[src/hw/rtl/bb3_pkg.sv]
// Shared constants and types for the 3x3 box blur.
package bb3_pkg;

    // Pixel and coordinate widths of the stream
    localparam int PIXEL_BITS    = 8;
    localparam int ROW_BITS      = 16;
    localparam int COL_OUT_BITS  = 10;
    localparam int DEF_MAX_WIDTH = 1024;

    // Configuration register widths and reset values
    localparam int FW_BITS    = 11;
    localparam int FH_BITS    = 16;
    localparam int PADDR_BITS = 3;
    localparam int PDATA_BITS = 32;
    localparam int REG_IDX_BIT = 2;
    localparam logic [FW_BITS-1:0] FW_RESET = 11'd640;
    localparam logic [FH_BITS-1:0] FH_RESET = 16'd480;

    // Nine-tap sum and divide-by-nine through a reciprocal.
    // floor(s*M / 2^S) == floor(s/9) while s * (9*M - 2^S) < 2^S.
    localparam int SUM_BITS      = PIXEL_BITS + 4;
    localparam int DIV_SHIFT     = SUM_BITS + 3;
    localparam int DIV_MUL       = (2 ** DIV_SHIFT + 8) / 9;
    localparam int DIV_MUL_BITS  = DIV_SHIFT - 2;
    localparam int PROD_BITS     = SUM_BITS + DIV_MUL_BITS;

    // Register indexes
    typedef enum logic {
        REG_FRAME_WIDTH  = 1'b0,
        REG_FRAME_HEIGHT = 1'b1
    } t_reg_idx;

    // Result slots an input can produce, in emission order
    localparam logic [2:0] SLOT_A = 3'b001;  // own pixel on row 0, else pixel up-left
    localparam logic [2:0] SLOT_B = 3'b010;  // right border pixel of the row above
    localparam logic [2:0] SLOT_C = 3'b100;  // own pixel on the last row

    // Position of a pixel within the frame
    typedef struct packed {
        logic row0;
        logic row_ge2;
        logic col_ge1;
        logic col_ge2;
        logic col_last;
        logic row_last;
    } t_pos_flags;

endpackage

[src/hw/rtl/bb3_emit.sv]
// Divide by nine, result slot sequencing and the output register.
module bb3_emit #(
    parameter int MAX_WIDTH = bb3_pkg::DEF_MAX_WIDTH
) (
    input  logic                                 i_clk,
    input  logic                                 i_rst_n,
    input  logic                                 i_valid,
    output logic                                 o_ready,
    input  logic [bb3_pkg::SUM_BITS-1:0]         i_sum,
    input  logic [bb3_pkg::PIXEL_BITS-1:0]       i_wmid,
    input  logic [bb3_pkg::PIXEL_BITS-1:0]       i_mid,
    input  logic [bb3_pkg::PIXEL_BITS-1:0]       i_pix,
    input  logic [bb3_pkg::ROW_BITS-1:0]         i_row,
    input  logic [$clog2(MAX_WIDTH)-1:0]         i_col,
    input  bb3_pkg::t_pos_flags                  i_flags,
    output logic                                 o_valid,
    input  logic                                 i_ready,
    output logic [bb3_pkg::PIXEL_BITS-1:0]       o_pixel_out,
    output logic [bb3_pkg::ROW_BITS-1:0]         o_out_row,
    output logic [bb3_pkg::COL_OUT_BITS-1:0]     o_out_col,
    output logic                                 o_run_last,
    output logic                                 o_frame_last
);
    import bb3_pkg::*;

    localparam int CW = $clog2(MAX_WIDTH);

    logic [2:0]              r_s3_pend;
    logic [PIXEL_BITS-1:0]   r_s3_a_val;
    logic [PIXEL_BITS-1:0]   r_s3_mid;
    logic [PIXEL_BITS-1:0]   r_s3_pix;
    logic [ROW_BITS-1:0]     r_s3_row;
    logic [CW-1:0]           r_s3_col;
    logic                    r_s3_row0;
    logic                    r_s3_corner;

    logic                    r_o_valid;
    logic [PIXEL_BITS-1:0]   r_o_pix;
    logic [ROW_BITS-1:0]     r_o_row;
    logic [CW-1:0]           r_o_col;
    logic                    r_o_run_last;
    logic                    r_o_frame_last;

    logic [PROD_BITS-1:0]    w_prod;
    logic [PIXEL_BITS-1:0]   w_quo;
    logic [PIXEL_BITS-1:0]   n_a_val;
    logic [2:0]              n_pend;
    logic [2:0]              w_sel;
    logic [2:0]              w_rest;
    logic                    w_out_free;
    logic                    w_emit;
    logic                    w_done;
    logic                    w_s3_free;
    logic                    w_load;
    logic [PIXEL_BITS-1:0]   n_o_pix;
    logic [ROW_BITS-1:0]     n_o_row;
    logic [CW-1:0]           n_o_col;

    // Mean of the window: multiply by the reciprocal of nine
    assign w_prod = PROD_BITS'(i_sum) * PROD_BITS'(DIV_MUL);
    assign w_quo  = PIXEL_BITS'(w_prod >> DIV_SHIFT);

    // First slot value: own pixel on row 0, mean inside, left border passes through
    assign n_a_val = i_flags.row0 ? i_pix : (i_flags.col_ge2 ? w_quo : i_wmid);

    // Which results this input produces
    always_comb begin
        n_pend = '0;
        if (i_flags.row0 || (i_flags.row_ge2 && i_flags.col_ge1)) begin
            n_pend = n_pend | SLOT_A;
        end
        if (i_flags.row_ge2 && i_flags.col_last) begin
            n_pend = n_pend | SLOT_B;
        end
        if (i_flags.row_ge2 && i_flags.row_last) begin
            n_pend = n_pend | SLOT_C;
        end
    end

    // Pick the earliest pending slot
    always_comb begin
        if ((r_s3_pend & SLOT_A) != '0) begin
            w_sel = SLOT_A;
        end else if ((r_s3_pend & SLOT_B) != '0) begin
            w_sel = SLOT_B;
        end else begin
            w_sel = r_s3_pend & SLOT_C;
        end
    end

    assign w_rest     = r_s3_pend & ~w_sel;
    assign w_out_free = !r_o_valid || i_ready;
    assign w_emit     = (r_s3_pend != '0) && w_out_free;
    assign w_done     = w_emit && (w_rest == '0);
    assign w_s3_free  = (r_s3_pend == '0) || w_done;
    assign o_ready    = w_s3_free;
    assign w_load     = i_valid && w_s3_free;

    // Slot sequencer: an input with no results is dropped here
    always_ff @(posedge i_clk) begin
        if (!i_rst_n) begin
            r_s3_pend <= '0;
        end else if (w_load) begin
            r_s3_pend <= n_pend;
        end else if (w_emit) begin
            r_s3_pend <= w_rest;
        end else if (w_done) begin
            r_s3_pend <= '0;
        end
    end

    always_ff @(posedge i_clk) begin
        if (w_load) begin
            r_s3_a_val  <= n_a_val;
            r_s3_mid    <= i_mid;
            r_s3_pix    <= i_pix;
            r_s3_row    <= i_row;
            r_s3_col    <= i_col;
            r_s3_row0   <= i_flags.row0;
            r_s3_corner <= i_flags.row_last && i_flags.col_last;
        end
    end

    // Value and position of the selected slot
    always_comb begin
        case (w_sel)
            SLOT_A: begin
                n_o_pix = r_s3_a_val;
                n_o_row = r_s3_row0 ? r_s3_row : r_s3_row - ROW_BITS'(1);
                n_o_col = r_s3_row0 ? r_s3_col : r_s3_col - CW'(1);
            end
            SLOT_B: begin
                n_o_pix = r_s3_mid;
                n_o_row = r_s3_row - ROW_BITS'(1);
                n_o_col = r_s3_col;
            end
            SLOT_C: begin
                n_o_pix = r_s3_pix;
                n_o_row = r_s3_row;
                n_o_col = r_s3_col;
            end
            default: begin
                n_o_pix = r_s3_pix;
                n_o_row = r_s3_row;
                n_o_col = r_s3_col;
            end
        endcase
    end

    // Output register
    always_ff @(posedge i_clk) begin
        if (!i_rst_n) begin
            r_o_valid <= 1'b0;
        end else if (w_emit) begin
            r_o_valid <= 1'b1;
        end else if (i_ready) begin
            r_o_valid <= 1'b0;
        end
    end

    always_ff @(posedge i_clk) begin
        if (w_emit) begin
            r_o_pix        <= n_o_pix;
            r_o_row        <= n_o_row;
            r_o_col        <= n_o_col;
            r_o_run_last   <= (w_rest == '0);
            r_o_frame_last <= (w_sel == SLOT_C) && r_s3_corner;
        end
    end

    assign o_valid      = r_o_valid;
    assign o_pixel_out  = r_o_pix;
    assign o_out_row    = r_o_row;
    assign o_out_col    = COL_OUT_BITS'(r_o_col);
    assign o_run_last   = r_o_run_last;
    assign o_frame_last = r_o_frame_last;

    // End of frame is always the last result of its input
    a_frame_last_run: assert property (@(posedge i_clk) disable iff (!i_rst_n)
        r_o_valid && r_o_frame_last |-> r_o_run_last)
        else $error("frame_last without run_last");

    // A new input never overwrites results still pending
    a_no_overwrite: assert property (@(posedge i_clk) disable iff (!i_rst_n)
        w_load |-> (r_s3_pend == '0) || w_done)
        else $error("pending results overwritten");

    // Without a load the pending set only shrinks
    a_pend_shrink: assert property (@(posedge i_clk) disable iff (!i_rst_n)
        (r_s3_pend != '0) && !w_load |=> (r_s3_pend & ~$past(r_s3_pend)) == '0)
        else $error("pending slot appeared without a load");

endmodule

[config.mk]
export PLATFORM = sky130hd
export DESIGN_NAME = bb3_emit
export DESIGN_NICKNAME = d
export VERILOG_FILES = /design/src/hw/rtl/bb3_pkg.sv /design/src/hw/rtl/bb3_emit.sv
export SDC_FILE = /design/constraint.sdc
export NUM_CORES = 1
export LEC_CHECK = 0
export ABC_AREA = 1
export BUFFER_PORTS_ARGS = -buffer_cell sky130_fd_sc_hd__buf_4
export CAP_MARGIN = 20
export CORE_MARGIN = 2
export CORE_UTILIZATION = 35
export DETAILED_ROUTE_END_ITERATION = 10
export GPL_TIMING_DRIVEN = 0
export PLACE_DENSITY = 0.51
export SKIP_CTS_REPAIR_TIMING = 1
export SLEW_MARGIN = 25
export SYNTH_ARGS = -nofsm -noshare
export SYNTH_HDL_FRONTEND = slang
export SYNTH_SLANG_ARGS = --single-unit
[constraint.sdc]
create_clock -name i_clk -period 8.1 [get_ports i_clk]
set_input_delay 0 -clock i_clk [delete_from_list [all_inputs] [get_ports i_clk]]
set_output_delay 0 -clock i_clk [all_outputs]
set_load 0.02 [all_outputs]
After elaboration in Yosys (flattened, before gate mapping)

Cells that the tools add are included.

Add/sub/neg operators: 2
Multiply operators: 1
Equal/unequal tests: 3
Muxes and demuxes: 17
Bitwise logic cells: 2
Reductions and logical operators: 17

Operator list:

| kind                                                 | count |
|---|---|
| one-hot mux 16 bit (2 select lines)                  | 1 |
| multiplier 12 x 12 -> 23 bit (second input constant) | 1 |
| 2-to-1 mux 10 bit                                    | 2 |
| 2-to-1 mux 3 bit                                     | 6 |
| 2-to-1 mux 16 bit                                    | 1 |
| 2-to-1 mux 8 bit                                     | 2 |
| one-hot mux 8 bit (2 select lines)                   | 1 |
| subtractor 16 x 1 -> 16 bit (second input constant)  | 1 |
| subtractor 10 x 1 -> 10 bit (second input constant)  | 1 |
| logical AND 1 bit                                    | 8 |
| zero test 3 bit                                      | 2 |
| nonzero test 3 bit                                   | 2 |
| bitwise AND 3 bit                                    | 1 |
| equality test 3 x 1 -> 1 bit (second input constant) | 1 |
| equality test 3 x 2 -> 1 bit (second input constant) | 1 |
| equality test 3 bit (second input constant)          | 1 |
| logical OR 1 bit                                     | 3 |
| 2-to-1 mux 1 bit                                     | 3 |
| inverter 3 bit                                       | 1 |
| 2-to-1 mux 2 bit                                     | 1 |
| nonzero test 2 bit                                   | 1 |
| zero test 1 bit                                      | 1 |

Register bits: 92
Bits of input ports: 72
Output and inout port bits: 38
Logic and storage cells: 56

Depth between registers and ports, before layout

Depth in word-level cells: 9
Mapped depth: 22
Mapped depth without buffers: 22

Least setup slack after synthesis

Ideal clock, no wire load.

Path type: input to register
Start: in i_sum[7] in the netlist's numbering
End: reg r_s3_a_val[4] (data pin)
Setup time: 252 ps
Arrival: 3660 ps
Required time: 7848 ps
Setup slack: 4188 ps
Cell stages on the path: 20
Buffers on the path: 0
Cells stage by stage: inv_1 > fa_1 > inv_1 > ha_1 > inv_1 > fa_1 > inv_1 > fa_1 > inv_1 > fa_1 > inv_1 > ha_1 > a21oi_1 > o21ai_0 > a21boi_0 > nand2_1 > nand2_1 > nand3_1 > nand2_1 > nand2_1

Longest elaborated chain between the ends: 3

RTL lines:

| what                           | line            | RTL |
|---|---|---|
| start, declared                | bb3_emit.sv:9   | `input logic [bb3_pkg::SUM_BITS-1:0] i_sum,` |
| multiplier 12 x 12 -> 23 bit   | bb3_emit.sv:60  | `assign w_prod = PROD_BITS'(i_sum) * PROD_BITS'(DIV_MUL);` |
| 2-to-1 mux 8 bit (2 in series) | bb3_emit.sv:64  | `assign n_a_val = i_flags.row0 ? i_pix : (i_flags.col_ge2 ? w_quo : i_wmid);` |
| named net n_a_val[4]           | bb3_emit.sv:46  | `logic [PIXEL_BITS-1:0] n_a_val;` |
| end signal, assigned           | bb3_emit.sv:114 | `r_s3_a_val <= n_a_val;` |
| end, declared                  | bb3_emit.sv:29  | `logic [PIXEL_BITS-1:0] r_s3_a_val;` |

The timed path passes the listed nets, and every way through them passes these cells.
A chain may end at the register's enable or synchronous reset.

Worst setup path after layout

Ends and elaborated chain as after synthesis.

==> impl_metrics.csv <==
group,metric,value,unit
global_route,grt_overflow_total,0,
sta,slew-limit-headroom,48.5,%
clocking,cts_tree,"yes",
setup_path,reg2reg_from,"r_s3_pend[0]$_SDFFE_PN0P_",
setup_path,cp_max_fo,4,
drt,drt_wl_total,13.4,mm
setup_path,arrival,4250,ps
pwr,p_leak,3.82,nW
floorplan,rows,48,
sta,setup_viol,0,
place,dpl.hpwl,10.9,mm
drt,dr.first_iter.drc_count,164,
drt,drc,0,
synth,synth_top_cells_by_area,"edfxtp_1 (43%), ha_1 (14%), fa_1 (9.5%)",
synth,synth_top_area_cell,"edfxtp_1",
synth,synth_cell_type_count,35,
synth,yosysWarnings,0,
setup_path,start_kind,"input pin",
final_layout,fin_nets,950,
sta,slew_viol_final,0,
floorplan,die_area,0.0185,mm^2
sta,rsz0062_at_grt,"no",
sta,whs,20.4,ps
drt,wire_per_inst,13.3,um
sta,fin_tns_setup,0,ps
pwr,switching_share,39.1,%
synth,ys_ff_latch,92,
synth,syn_area_per_cell,9.97,um^2
final_layout,final_cell_mix,"nand2_1 (134), buf_4 (108), inv_1 (99)",
synth,yosysSeqAreaShare,44.6,%
synth,synth_area,0.00611,mm^2
global_route,grt_pass1_wl,21.1,mm
floorplan,ioPinCount,110,
clocking,clk_pin_slew,70,ps
worst_hold_path,hold_end,"r_s3_pend[2]$_SDFFE_PN0P_",
global_route,track_usage,14.6,%
floorplan,die_x,136,um
setup_path,reg2reg_slack,6250,ps
run_status,status,"complete, no violations",
synth,syn_inst,613,
clocking,htreeDepth,3,
clocking,cts_buffers,9,
setup_path,cp_common_cell,"inv_1",
sta,min_period,4150,ps
sta,hold_viol,0,
job,max_cap_violations,0,
drt,viasPerCell,4.49,
clocking,cts_buffer_depth,2,
setup_path,worstRegToRegCells,4,
pwr,p_switching,0.000787,W
pwr,pwr-share-clk,22.1,%
setup_path,slowest_delay,530,ps
floorplan,start_util,35.6,%
drt,dr.pass1.iters,4,
sta,clock-skew-final,9.33,ps
setup_path,r2r-end,"o_out_row[15]$_DFFE_PP_",
final_layout,final_common_cell,"nand2_1",
setup_path,crit_path_end_kind,"register",
global_route,grt_pass1_vias,4530,
place,port_buffers,108,
synth,synth_top_area_share,43.2,%
drt,antenna_left,0,
setup_path,cpMaxStageDelayCell,"fa_1",
sta,clock.fmax,241,MHz
final_layout,layout-drive-gt1-share,18.6,%
pwr,p_int,0.00123,W
sta,fin_crit_sh,51.3,%
setup_path,crit_chain,"buf_4, inv_1, fa_1, inv_1, ha_1, inv_1, fa_1, inv_1, fa_1, inv_1, fa_1, inv_1, ha_1, a21oi_1, o21ai_0, a21boi_0, nand2_1, nand2_1, nand3_1, nand2_1, nand2_1",
synth,synth_edf_count,88,
pwr,ir_drop,0.000126,V
clocking,cts.sinks,92,
sta,worst_pin_slew,772,ps
floorplan,fp.coreArea,0.0172,mm^2
final_layout,area_delta_synth_final,31.5,%
pwr,power.share.combinational,48.4,%
synth,synthArstFlopShare,0,%
drt,vias,4538,
setup_path,critical_path_class,"in2reg",
synth,syn_nets,783,
setup_path,path_delay_family,"adder cells",
final_layout,diodes,0,
synth,synth_ff_type,"edfxtp_1",
worst_hold_path,whs_path_depth,5,
worst_hold_path,hold_path.class,"in2reg",
clocking,clk_latency,330,ps
worst_hold_path,hold_start,"i_flags[0]",
pwr,p_seq_share,29.4,%
global_route,antenna_found_initial,0,
global_route,grt_max_degree,37,
floorplan,die-height,136,um
place,place_congestion,0.926,
setup_path,path_buf_inv,7,
pwr,power-per-cell-area,251,mW/mm^2
clocking,clockRootBuffer,"clkbuf_16",
setup_path,critPathRequiredTime,8190,ps
-- sequential cells by signal, indices dropped and copies added, names as in the netlist --
register,count
o_out_col,10
o_frame_last,1
o_valid,1
r_s3_a_val,8
r_s3_pend,3
r_s3_row0,1
o_pixel_out,8
r_s3_pix,8
r_s3_corner,1
r_s3_mid,8
r_s3_row,16
o_out_row,16
r_s3_col,10
o_run_last,1
-- routing by layer --
metal  vias to the layer above  GRT usage [%]  part of all wire (%)
li1                       2343              -                     -
met1                      2084           16.7                    41
met2                        89           27.8                    53
met3                        22           1.90                   3.7
met4                         0           5.03                   2.2
met5                         -              0                     0
-- synth_stat cells, drive strengths merged (2+ instances only) --
cell    number
a21boi       2
a21o         5
a21oi       15
clkbuf       5
dfxtp        4
edfxtp      88
fa          29
ha          69
inv        106
nand2      136
nand3       32
nand3b       2
nand4        4
nor2        53
nor3        12
nor4         2
o21ai       18
o21bai       4
xnor2        7
xor2        14
-- kinds of logic (layout without fill, tap and decap cells) --
| family | Yosys count | in the layout | share of synthesized area, % |
|---|---|---|---|
| fa+ha+maj | 98 | 98 | 23.6 |
| xor+xnor | 21 | 21 | 3.13 |
| simple gates | 244 | 244 | 17.4 |
| buf+inv | 112 | 284 | 6.90 |
| flops | 92 | 92 | 44.6 |
| compound gates | 46 | 46 | 4.38 |
-- layout make-up --
| class | instances | area [um^2] |
|---|---|---|
| Tap cell | 225 | 282 |
| Sequential cell | 92 | 2720 |
| Timing Repair Buffer | 156 | 1320 |
| Fill cell | 1645 | 9140 |
| Buffer | 6 | 23.8 |
| Multi-Input combinational cell | 409 | 2970 |
| Clock buffer | 9 | 225 |
| Clock inverter | 7 | 98.8 |
| Inverter | 106 | 398 |
-- worst max path at each step --
stage | slack, ps | to | cells after the start | start
after CTS | 3970 | r_s3_a_val[4]$_DFFE_PP_ | 21 | i_sum[7]
final | 3950 | r_s3_a_val[4]$_DFFE_PP_ | 21 | i_sum[7]
after global routing | 3700 | r_s3_a_val[4]$_DFFE_PP_ | 21 | i_sum[7]
after detailed placement | 3610 | r_s3_a_val[4]$_DFFE_PP_ | 21 | i_sum[7]
after global placement | 3640 | r_s3_a_val[4]$_DFFE_PP_ | 21 | i_sum[7]
after floorplan | 4190 | r_s3_a_val[4]$_DFFE_PP_ | 20 | i_sum[7]
-- worst register-to-register path, delay by kind of cell (launching register included) --
kind | cells | cell delay (ps)
AND/OR/NAND/NOR | 2 | 260
flip-flops | 1 | 430
AO/OA/AOI/OAI | 1 | 170
buffers and inverters | 1 | 600
-- power by group through the flow --
stage               registers, W  logic (W)  clock network (W)
finish                  0.000593   0.000976           0.000446
global route            0.000597    0.00114           0.000472
CTS                     0.000593   0.000969           0.000456
detailed placement      0.000603   0.000957                  0
global placement        0.000604   0.000948                  0
floorplan               0.000624   0.000668                  0
-- through the flow --
stage	worst slack [ps]	total power [W]	util [%]	instances	area (um^2)
after global placement	3640	0.00155	41.9	946	7200
after floorplan	4190	0.00129	-	613	6110
after global routing	3700	0.00221	46.8	1010	8040
final	3950	0.00201	46.8	1010	8040
after CTS	3970	0.00202	44.1	964	7570
after detailed placement	3610	0.00156	42.2	948	7250
No activity file was read; power rests on OpenSTA's default activity.
