===== config.mk =====
export PLATFORM = sky130hd
export DESIGN_NAME = bb3_cfg
export DESIGN_NICKNAME = d
export VERILOG_FILES = /design/src/hw/rtl/bb3_pkg.sv /design/src/hw/rtl/bb3_cfg.sv
export SDC_FILE = /design/constraint.sdc
export NUM_CORES = 1
export LEC_CHECK = 0
export CORE_ASPECT_RATIO = 1.5
export CORE_MARGIN = 3
export CORE_UTILIZATION = 30
export DETAILED_ROUTE_END_ITERATION = 8
export DONT_BUFFER_PORTS = 1
export MAX_ROUTING_LAYER = met4
export PLACE_DENSITY_LB_ADDON = 0.2
export SLEW_MARGIN = 15
export SYNTH_ARGS = -nofsm -noshare
export SYNTH_HDL_FRONTEND = slang
export SYNTH_SLANG_ARGS = --single-unit

===== constraint.sdc =====
create_clock -name i_clk -period 1.4 [get_ports i_clk]
set_input_delay 0.14 -clock i_clk [delete_from_list [all_inputs] [get_ports i_clk]]
set_output_delay 0.14 -clock i_clk [all_outputs]
set_load 0.005 [all_outputs]

===== src/hw/rtl/bb3_pkg.sv =====
// Shared constants and types for the 3x3 box blur.
package bb3_pkg;

    // Pixel and coordinate widths of the stream
    localparam int PIXEL_BITS    = 8;
    localparam int ROW_BITS      = 16;
    localparam int COL_OUT_BITS  = 10;
    localparam int DEF_MAX_WIDTH = 1024;

    // Configuration register widths and reset values
    localparam int FW_BITS    = 11;
    localparam int FH_BITS    = 16;
    localparam int PADDR_BITS = 3;
    localparam int PDATA_BITS = 32;
    localparam int REG_IDX_BIT = 2;
    localparam logic [FW_BITS-1:0] FW_RESET = 11'd640;
    localparam logic [FH_BITS-1:0] FH_RESET = 16'd480;

    // Nine-tap sum and divide-by-nine through a reciprocal.
    // floor(s*M / 2^S) == floor(s/9) while s * (9*M - 2^S) < 2^S.
    localparam int SUM_BITS      = PIXEL_BITS + 4;
    localparam int DIV_SHIFT     = SUM_BITS + 3;
    localparam int DIV_MUL       = (2 ** DIV_SHIFT + 8) / 9;
    localparam int DIV_MUL_BITS  = DIV_SHIFT - 2;
    localparam int PROD_BITS     = SUM_BITS + DIV_MUL_BITS;

    // Register indexes
    typedef enum logic {
        REG_FRAME_WIDTH  = 1'b0,
        REG_FRAME_HEIGHT = 1'b1
    } t_reg_idx;

    // Result slots an input can produce, in emission order
    localparam logic [2:0] SLOT_A = 3'b001;  // own pixel on row 0, else pixel up-left
    localparam logic [2:0] SLOT_B = 3'b010;  // right border pixel of the row above
    localparam logic [2:0] SLOT_C = 3'b100;  // own pixel on the last row

    // Position of a pixel within the frame
    typedef struct packed {
        logic row0;
        logic row_ge2;
        logic col_ge1;
        logic col_ge2;
        logic col_last;
        logic row_last;
    } t_pos_flags;

endpackage


===== src/hw/rtl/bb3_cfg.sv =====
// APB register file holding the frame size, with clamped limits.
module bb3_cfg #(
    parameter int MAX_WIDTH = bb3_pkg::DEF_MAX_WIDTH
) (
    input  logic                               i_clk,
    input  logic                               i_rst_n,
    input  logic                               psel,
    input  logic                               penable,
    input  logic                               pwrite,
    input  logic [bb3_pkg::PADDR_BITS-1:0]     paddr,
    input  logic [bb3_pkg::PDATA_BITS-1:0]     pwdata,
    output logic [bb3_pkg::PDATA_BITS-1:0]     prdata,
    output logic                               pready,
    output logic [$clog2(MAX_WIDTH)-1:0]       o_col_last,
    output logic [bb3_pkg::ROW_BITS-1:0]       o_row_last,
    output logic                               o_restart
);
    import bb3_pkg::*;

    localparam int CW = $clog2(MAX_WIDTH);

    logic [FW_BITS-1:0] r_frame_width;
    logic [FH_BITS-1:0] r_frame_height;
    logic               w_wr;
    t_reg_idx           w_idx;

    assign pready = 1'b1;
    assign w_wr   = psel && penable && pwrite;
    assign w_idx  = t_reg_idx'(paddr[REG_IDX_BIT]);

    // Register writes
    always_ff @(posedge i_clk) begin
        if (!i_rst_n) begin
            r_frame_width  <= FW_RESET;
            r_frame_height <= FH_RESET;
        end else if (w_wr) begin
            case (w_idx)
                REG_FRAME_WIDTH:  r_frame_width  <= pwdata[FW_BITS-1:0];
                REG_FRAME_HEIGHT: r_frame_height <= pwdata[FH_BITS-1:0];
                default: ;
            endcase
        end
    end

    // Any write starts a new frame
    assign o_restart = w_wr;

    // Read back
    always_comb begin
        case (w_idx)
            REG_FRAME_WIDTH:  prdata = PDATA_BITS'(r_frame_width);
            REG_FRAME_HEIGHT: prdata = PDATA_BITS'(r_frame_height);
            default:          prdata = '0;
        endcase
    end

    // Last column: width saturated to 3..MAX_WIDTH, minus one
    always_comb begin
        if (r_frame_width < FW_BITS'(3)) begin
            o_col_last = CW'(2);
        end else if (32'(r_frame_width) > MAX_WIDTH) begin
            o_col_last = CW'(MAX_WIDTH - 1);
        end else begin
            o_col_last = CW'(r_frame_width - FW_BITS'(1));
        end
    end

    // Last row: height of at least 3, minus one
    assign o_row_last = (r_frame_height < FH_BITS'(3)) ? ROW_BITS'(2)
                                                       : ROW_BITS'(r_frame_height - FH_BITS'(1));

endmodule


Word level (Yosys, flattened, before mapping)
Cells that the tools add are included.
{ "op_classes": {"n_reduce_logical": 4, "n_lt_le_gt_ge": 3, "n_mux": 4, "n_addsub": 2, "n_bitwise": 1} }
{ "ops": {"columns": ["op", "count"], "rows": [
  ["32-bit one-hot mux with 2 select lines", 1],
  ["10-bit two-way mux", 2],
  ["16-bit by 2-bit < comparator with 1-bit output, second input constant", 1],
  ["16-bit two-way mux", 1],
  ["16-bit by 1-bit subtractor with 16-bit output, second input constant", 1],
  ["11-bit greater-than comparator, second input constant", 1],
  ["11-bit by 2-bit < comparator with 1-bit output, second input constant", 1],
  ["10-bit by 1-bit subtractor with 10-bit output, second input constant", 1],
  ["2-bit AND reduction", 2],
  ["1-bit logical AND", 2],
  ["1-bit NOT", 1]
]} }
{ "word_totals": {"regBits": 27, "inputBits": 40} }

Depth between registers and ports, before layout
Gate-level depths: netlist of run 1.
{ "logic_depth": {"depth_word": 3, "ltp_mapped": 7, "ltp_nobuf": 6} }

Worst setup path after synthesis of run 1
No wires, ideal clock.
{ "synth_path": {"path_kind": "register -> output", "from": "register r_frame_height[2]", "to": "output o_row_last[13] (netlist bit)", "path_slack_ns": -0.166, "arrival_time_ns": 1.426, "path_stages_with_launch": 6, "required_ns": 1.260, "path_cell_list": "dfxtp_1 buf_2 nor4_2 nand2_1 or4_1 a21oi_1"} }
{ "synth_via": {"elab_chain_len": 2} }
{ "synth_lines": {"columns": ["item", "line", "text"], "rows": [
  ["start, declared", "bb3_cfg.sv:23", "logic [FH_BITS-1:0] r_frame_height;"],
  ["start signal, assigned", "bb3_cfg.sv:39", "REG_FRAME_HEIGHT: r_frame_height <= pwdata[FH_BITS-1:0];"],
  ["16-bit by 1-bit subtractor with 16-bit output or 16-bit by 2-bit < comparator with 1-bit output (tied branches)", "bb3_cfg.sv:70, bb3_cfg.sv:69", null],
  ["16-bit two-way mux (*)", "bb3_cfg.sv:69", "assign o_row_last = (r_frame_height < FH_BITS'(3)) ? ROW_BITS'(2)"],
  ["end, declared", "bb3_cfg.sv:15", "output logic [bb3_pkg::ROW_BITS-1:0] o_row_last,"]
]} }
Every way passes the cells marked *; elsewhere a longest branch is shown, timed or not.

Final worst setup path of run 1
{ "layout_path": {"from": "register r_frame_height[6]", "to": "output o_row_last[8] (netlist bit)"} }
Same word-level chain as after synthesis.

==> results of run 1 <==
==> synth_stat cells <==
| cell | instances |
|---|---|
| nand4_1 | 2 |
| and3_1 | 3 |
| nand3_1 | 12 |
| o21ai_1 | 1 |
| dfxtp_1 | 27 |
| xnor2_1 | 4 |
| a21oi_1 | 11 |
| or4_1 | 1 |
| nor3_1 | 4 |
| nand3_2 | 1 |
| a211oi_4 | 1 |
| a21boi_1 | 1 |
| or3_1 | 1 |
| nand2_1 | 63 |
| nor4_1 | 4 |
| nor2b_1 | 1 |
| nand4b_1 | 2 |
| nand3b_1 | 2 |
| nand2b_1 | 2 |
| mux2_2 | 9 |
| clkbuf_1 | 10 |
| xor2_1 | 13 |
| nor3b_1 | 1 |
| buf_4 | 18 |
| nor4_4 | 2 |
| and2_1 | 8 |
| buf_1 | 1 |
| o21ai_0 | 5 |
| or2_2 | 1 |
| a21boi_0 | 20 |
| nand2_2 | 1 |
| o31ai_1 | 2 |
| inv_1 | 6 |
| ha_1 | 3 |
| nor4_2 | 1 |
| nor2_1 | 21 |
| conb_1 | 2 |
| buf_2 | 3 |
==> per-stage QoR <==
| stage | cell area (um^2) | hold WS (ps) |
|---|---|---|
| global route | 2740 | 0.306 |
| CTS | 2620 | 0.0143 |
| finish | 2740 | 5.94 |
| detailed placement | 2340 | 219 |
| global placement | 2340 | 216 |
| floorplan | 2090 | 264 |
==> registers in the layout (all words and copies together) (netlist names) <==
register        count
r_frame_height     16
r_frame_width      11
==> worst min-delay path by stage <==
stage,slack (ps),to,depth (start not counted)
floorplan,260,r_frame_height[6]$_SDFFE_PN1P_,2
global placement,220,r_frame_width[7]$_SDFFE_PN1P_,1
detailed placement,220,r_frame_height[5]$_SDFFE_PN1P_,1
CTS,0.01,r_frame_width[6]$_SDFFE_PN0P_,1
global route,0.3,r_frame_height[9]$_SDFFE_PN0P_,1
finish,6,r_frame_height[0]$_SDFFE_PN0P_,2
==> power breakdown <==
part           switching (mW)  total (mW)  internal (mW)  leakage [nW]
clock network           0.244       0.448          0.204        0.0228
registers              0.0202       0.808          0.787         0.220
logic                   0.172       0.349          0.176         0.878
total                   0.436        1.60           1.17          1.12
==> timing repair <==
item / CTS / global route
cloned: 0 / 1
gates resized for setup: 18 / 18
setup buffers: 2 / 3
hold buffers: 15 / 1
endpoints found under the setup margin: 26 / 27
pin swaps: 2 / 9
endpoints found under the hold margin: 18 / 4
==> final cells by class <==
class,instances,area (um^2),share of cell area
timing repair buffer,69,599,0.219
inverter,6,25.0,0.00914
multi-input combinational,220,1430,0.521
sequential,27,549,0.201
tap,74,92.6,0.0338
clock buffer,4,45.0,0.0164
==> per-layer routing <==
layer  part of all wire  up-vias  GRT usage
met5                  0        -          -
met4              0.034        0     0.0780
met3              0.048       16     0.0172
met2               0.53       66      0.299
met1               0.39      881      0.190
li1                   -      979          -
==> logic make-up (layout without fill, tap and decap cells) <==
logic type               count (synthesis)  in the layout  synth area share
adder cells (fa/ha/maj)                  3              3            0.0190
flip-flops                              27             27             0.273
AND/OR/NAND/NOR                        133            133             0.329
buffers and inverters                   38             79             0.108
XOR/XNOR                                17             17            0.0752
AO/OA/AOI/OAI                           41             41             0.140
multiplexers                             9              9            0.0512
other                                    2             17           0.00379
==> flow_metrics.py, run 1 <==
metrics = {
    "global_routing": {
        "overflow": 0,
        "grt_usage": 0.170,
        "antenna_found_initial": 0,
        "grt_pass1_wl_um": 9970,
        "grt_start_max_net_pins": 24,
        "grt_pass1_vias": 1980,
    },
    "pwr": {
        "leakage_nw": 1.12,
        "p_per_area_nw_per_um2": 586,
        "p_total_mw": 1.60,
        "irDropWorstVdd_mv": 0.327,
    },
    "setup_path": {
        "critical-path-max-stage-delay_ps": 370,
        "crit_chain": "nor4_4, buf_4, and2_4, and3_4, clkbuf_16, nor2_1",
        "worstPathMaxFanout": 6,
        "rr_worst_depth": 3,
        "rrSetupSlack_ps": 440,
        "worst-path-buf-inv": 2,
        "cp.arrival_ps": 1730,
        "startpoint_type": "flip-flop",
        "r2r_end": "r_frame_width[0]$_SDFFE_PN0P_",
        "crit_family": "simple AND/OR/NAND/NOR gates",
        "crit_cells": 6,
        "criticalPathCategory": "flip-flop to output port",
        "worstSetupEndpointType": "output port",
        "crit_end": "o_row_last[8]",
        "crit_slowest_cell": "nor4_4",
        "timing.rr.start": "r_frame_width[0]$_SDFFE_PN0P_",
        "crit_path_start": "r_frame_height[6]$_SDFFE_PN1P_",
        "required_ps": 1260,
    },
    "run_status": {
        "failed_checks": "negative setup slack",
        "outcome": "complete, but fails checks",
    },
    "synthesis": {
        "synth_cells": 270,
        "ys_seq_area_frac": 0.273,
        "syn_avg_cell_area_um2": 7.33,
        "ys_ff_latch": 27,
        "synth_top_area_share": 0.273,
        "netlist_area_um2": 1980,
        "yosysTopAreaCell": "dfxtp_1",
        "ys.warnings.count": 0,
        "synth_area_leaders": "dfxtp_1, nand2_1, a21boi_0, buf_4, xor2_1",
        "post_synth_num_cell_types": 38,
    },
    "route": {
        "vias": 1942,
        "routedWlPerCell_um": 15.6,
        "first_iter_violations": 66,
        "vias_per_cell": 4.86,
        "ant_nets": 0,
        "first_pass_iters": 4,
        "drt_wl_total_um": 6240,
        "drcViolationCount": 0,
    },
    "clock_tree": {
        "ctsHtreeMaxLevel": 1,
        "cts_buffers": 3,
        "cts_buffer_depth": 2,
        "cts_tree": "done",
        "cts_root_buf": "clkbuf_8",
        "clock_sinks": 27,
        "worstSkewPairLatency_ps": 270,
        "clkTransAtPathRegs_ps": 90,
    },
    "die": {
        "row_count": 35,
        "start_util": 0.316,
        "core_um2": 6260,
        "dieWidth_um": 72.3,
        "fp.dieH_um": 105,
        "io_pins": 100,
        "die_area_um2": 7630,
    },
    "timing": {
        "setup_viol": 26,
        "post-route-period-util": 1.34,
        "rsz0062_at_grt": "true",
        "fin_skew_ps": 0,
        "max_freq_mhz": 534,
        "period_needed_ps": 1870,
        "tns_ps": -10330,
        "worst_slack_ps": -471,
        "slew_violations": 0,
        "finalHoldViolCount": 0,
    },
    "worst_hold_path": {
        "hp-start": "pwdata[0]",
        "hold_path.class": "primary input to flip-flop",
    },
    "placement": {
        "dp_hpwl_um": 4940,
        "dp_slack_ps": -190,
        "io_buffer_count": 0,
        "dp.cells": 375,
        "place_congestion": 0.867,
    },
    "cells_and_area": {
        "final_util": 0.437,
        "instances_no_fill": 400,
        "n_antenna_cell": 0,
        "final_cell_mix": "nand2_1, buf_4, a21boi_0, dfxtp_1, conb_1",
        "mostFrequentLayoutCell": "nand2_1",
        "finalNetCount": 370,
        "nFillCells": 664,
        "area_delta_synth_final_pct": 38.4,
        "drive_above_1_share": 0.322,
    },
    "job": {
        "maxCapViolCount": 0,
    },
}
(Power assumes the default switching activity.)
==> run 2, diff against run 1 <==
SETUP_SLACK_MARGIN = 0.5   (was unset)
==> run 2 against run 1 <==
  * The run still ends with negative setup slack left
  * Flip-flop and latch count unchanged
  * Sequential share of layout area increased by 0.20 points
  * Total power is 1.2% higher
  * Count of clock-buffer cells in the layout did not move
  * Clock skew stayed put
  * Maximum frequency increased by 1.3%
  * Highest routed layer unchanged
==> flow_metrics.py, run 2 (synthesis gave the netlist of run 1 again) <==
metrics = {
    "die": {
        "die_area_um2": 7630,
        "io_pins": 100,
        "core_um2": 6260,
        "row_count": 35,
        "start_util": 0.316,
        "fp.dieH_um": 105,
        "dieWidth_um": 72.3,
    },
    "route": {
        "vias_per_cell": 4.78,
        "routedWlPerCell_um": 15.2,
        "first_iter_violations": 45,
        "vias": 1958,
        "drt_wl_total_um": 6220,
        "first_pass_iters": 4,
        "ant_nets": 0,
        "drcViolationCount": 0,
    },
    "pwr": {
        "irDropWorstVdd_mv": 0.308,
        "p_per_area_nw_per_um2": 547,
        "leakage_nw": 1.24,
        "p_total_mw": 1.62,
    },
    "setup_path": {
        "rrSetupSlack_ps": 560,
        "worstPathMaxFanout": 7,
        "cp.arrival_ps": 1710,
        "criticalPathCategory": "flip-flop to output port",
        "startpoint_type": "flip-flop",
        "required_ps": 1260,
        "worstSetupEndpointType": "output port",
    },
    "cells_and_area": {
        "drive_above_1_share": 0.438,
        "top_regs": "r_frame_height (16), r_frame_width (11)",
        "mostFrequentLayoutCell": "nand2_1",
        "final_cell_mix": "nand2_1, buf_4, buf_6",
        "n_antenna_cell": 0,
        "top_register": "r_frame_height",
        "nFillCells": 653,
        "finalNetCount": 380,
        "area_delta_synth_final_pct": 50.1,
        "stdcell_area_um2": 2970,
        "largest_reg_flops": 16,
    },
    "timing": {
        "max_freq_mhz": 541,
        "slew_violations": 0,
        "period_needed_ps": 1850,
        "tns_ps": -9060,
        "post-route-period-util": 1.32,
        "tightest_slew_ps": 715,
        "rsz0062_at_grt": "true",
        "worst_slack_ps": -447,
        "slew_headroom": 0.522,
        "finalHoldViolCount": 0,
        "setup_viol": 26,
        "fin_skew_ps": 0,
    },
    "clock_tree": {
        "cts_tree": "done",
        "cts_buffers": 3,
        "clkTransAtPathRegs_ps": 90,
        "worstSkewPairLatency_ps": 270,
        "ctsHtreeMaxLevel": 1,
        "cts_buffer_depth": 2,
        "clock_sinks": 27,
        "cts_root_buf": "clkbuf_8",
    },
    "global_routing": {
        "antenna_found_initial": 0,
        "grt_start_max_net_pins": 24,
        "grt_pass1_wl_um": 10100,
        "overflow": 0,
        "grt_usage": 0.173,
        "grt_pass1_vias": 1997,
    },
    "placement": {
        "placed_cell_area_um2": 2420,
        "dp_hpwl_um": 4820,
        "place_congestion": 0.851,
        "io_buffer_count": 0,
    },
    "run_status": {
        "outcome": "complete, but fails checks",
        "failed_checks": "negative setup slack",
    },
    "worst_hold_path": {
        "hold_path.class": "primary input to flip-flop",
    },
    "job": {
        "maxCapViolCount": 0,
    },
}
==> run 2: cell types whose count changed in the layout (fill, tap and decap cells not counted), sizes merged <==
cell	previous run	this run
dlymetal6s2s	0	1
dlygate4sd3	16	15
buf	52	63
clkbuf	5	4
==> run 2: layout make-up <==
class                           count  area (um^2)  share of cell area
Tap cell                           74         92.6              0.0312
Timing Repair Buffer               79          733               0.247
Inverter                            6         32.5              0.0109
Sequential cell                    27          602               0.203
Clock buffer                        4         45.0              0.0152
Multi-Input combinational cell    220         1470               0.493
==> run 2: routing by layer <==
layer,track usage,routed length [um],part of all wire,vias up
met5,-,0,0,-
met4,0.0363,53,0.0085,0
met3,0.0239,273,0.044,5
met2,0.321,3440,0.55,46
met1,0.191,2450,0.39,909
li1,-,-,-,998
==> run 2: where the power goes <==
part,switching [mW],internal [mW],leakage [nW]
logic,0.177,0.202,0.992
clock network,0.245,0.204,0.0228
registers,0.0242,0.773,0.230
==> run 2: repair_timing <==
action | in CTS | in global routing
hold endpoints to repair | 25 | 0
gates cloned | 0 | 0
resized for setup | 81 | 21
buffers inserted | 5 | 2
pin swaps | 7 | 7
hold buffers | 16 | 0
setup endpoints to repair | 43 | 62
==> run 2: worst paths after layout <==
check / startpoint / end / cells past startpoint
hold / removal: i_rst_n / r_frame_height[10]$_SDFFE_PN0P_ / 1
hold reg to reg: r_frame_height[14]$_SDFFE_PN0P_ / r_frame_height[14]$_SDFFE_PN0P_ / 2
setup / recovery: r_frame_width[3]$_SDFFE_PN0P_ / o_col_last[6] / 5
setup reg to reg: r_frame_width[10]$_SDFFE_PN0P_ / r_frame_width[10]$_SDFFE_PN0P_ / 3
==> run 2: through the flow <==
step                      utilization  hold slack (ps)  setup slack, ps  cells
final                           0.475            0.751             -447    410
after CTS                       0.462           0.0891             -452    408
after floorplan                     -              264             -130    285
after global placement          0.387              216             -164    383
after detailed placement        0.387              219             -165    383
after global routing            0.475            0.485             -535    410
==> run 2: worst max-delay path: stages, from the launching register on <==
cell	delay [ps]
dfxtp_4	370
nor4_4	320
nand3_2	190
a211oi_4	330
buf_4	190
a21oi_2	40
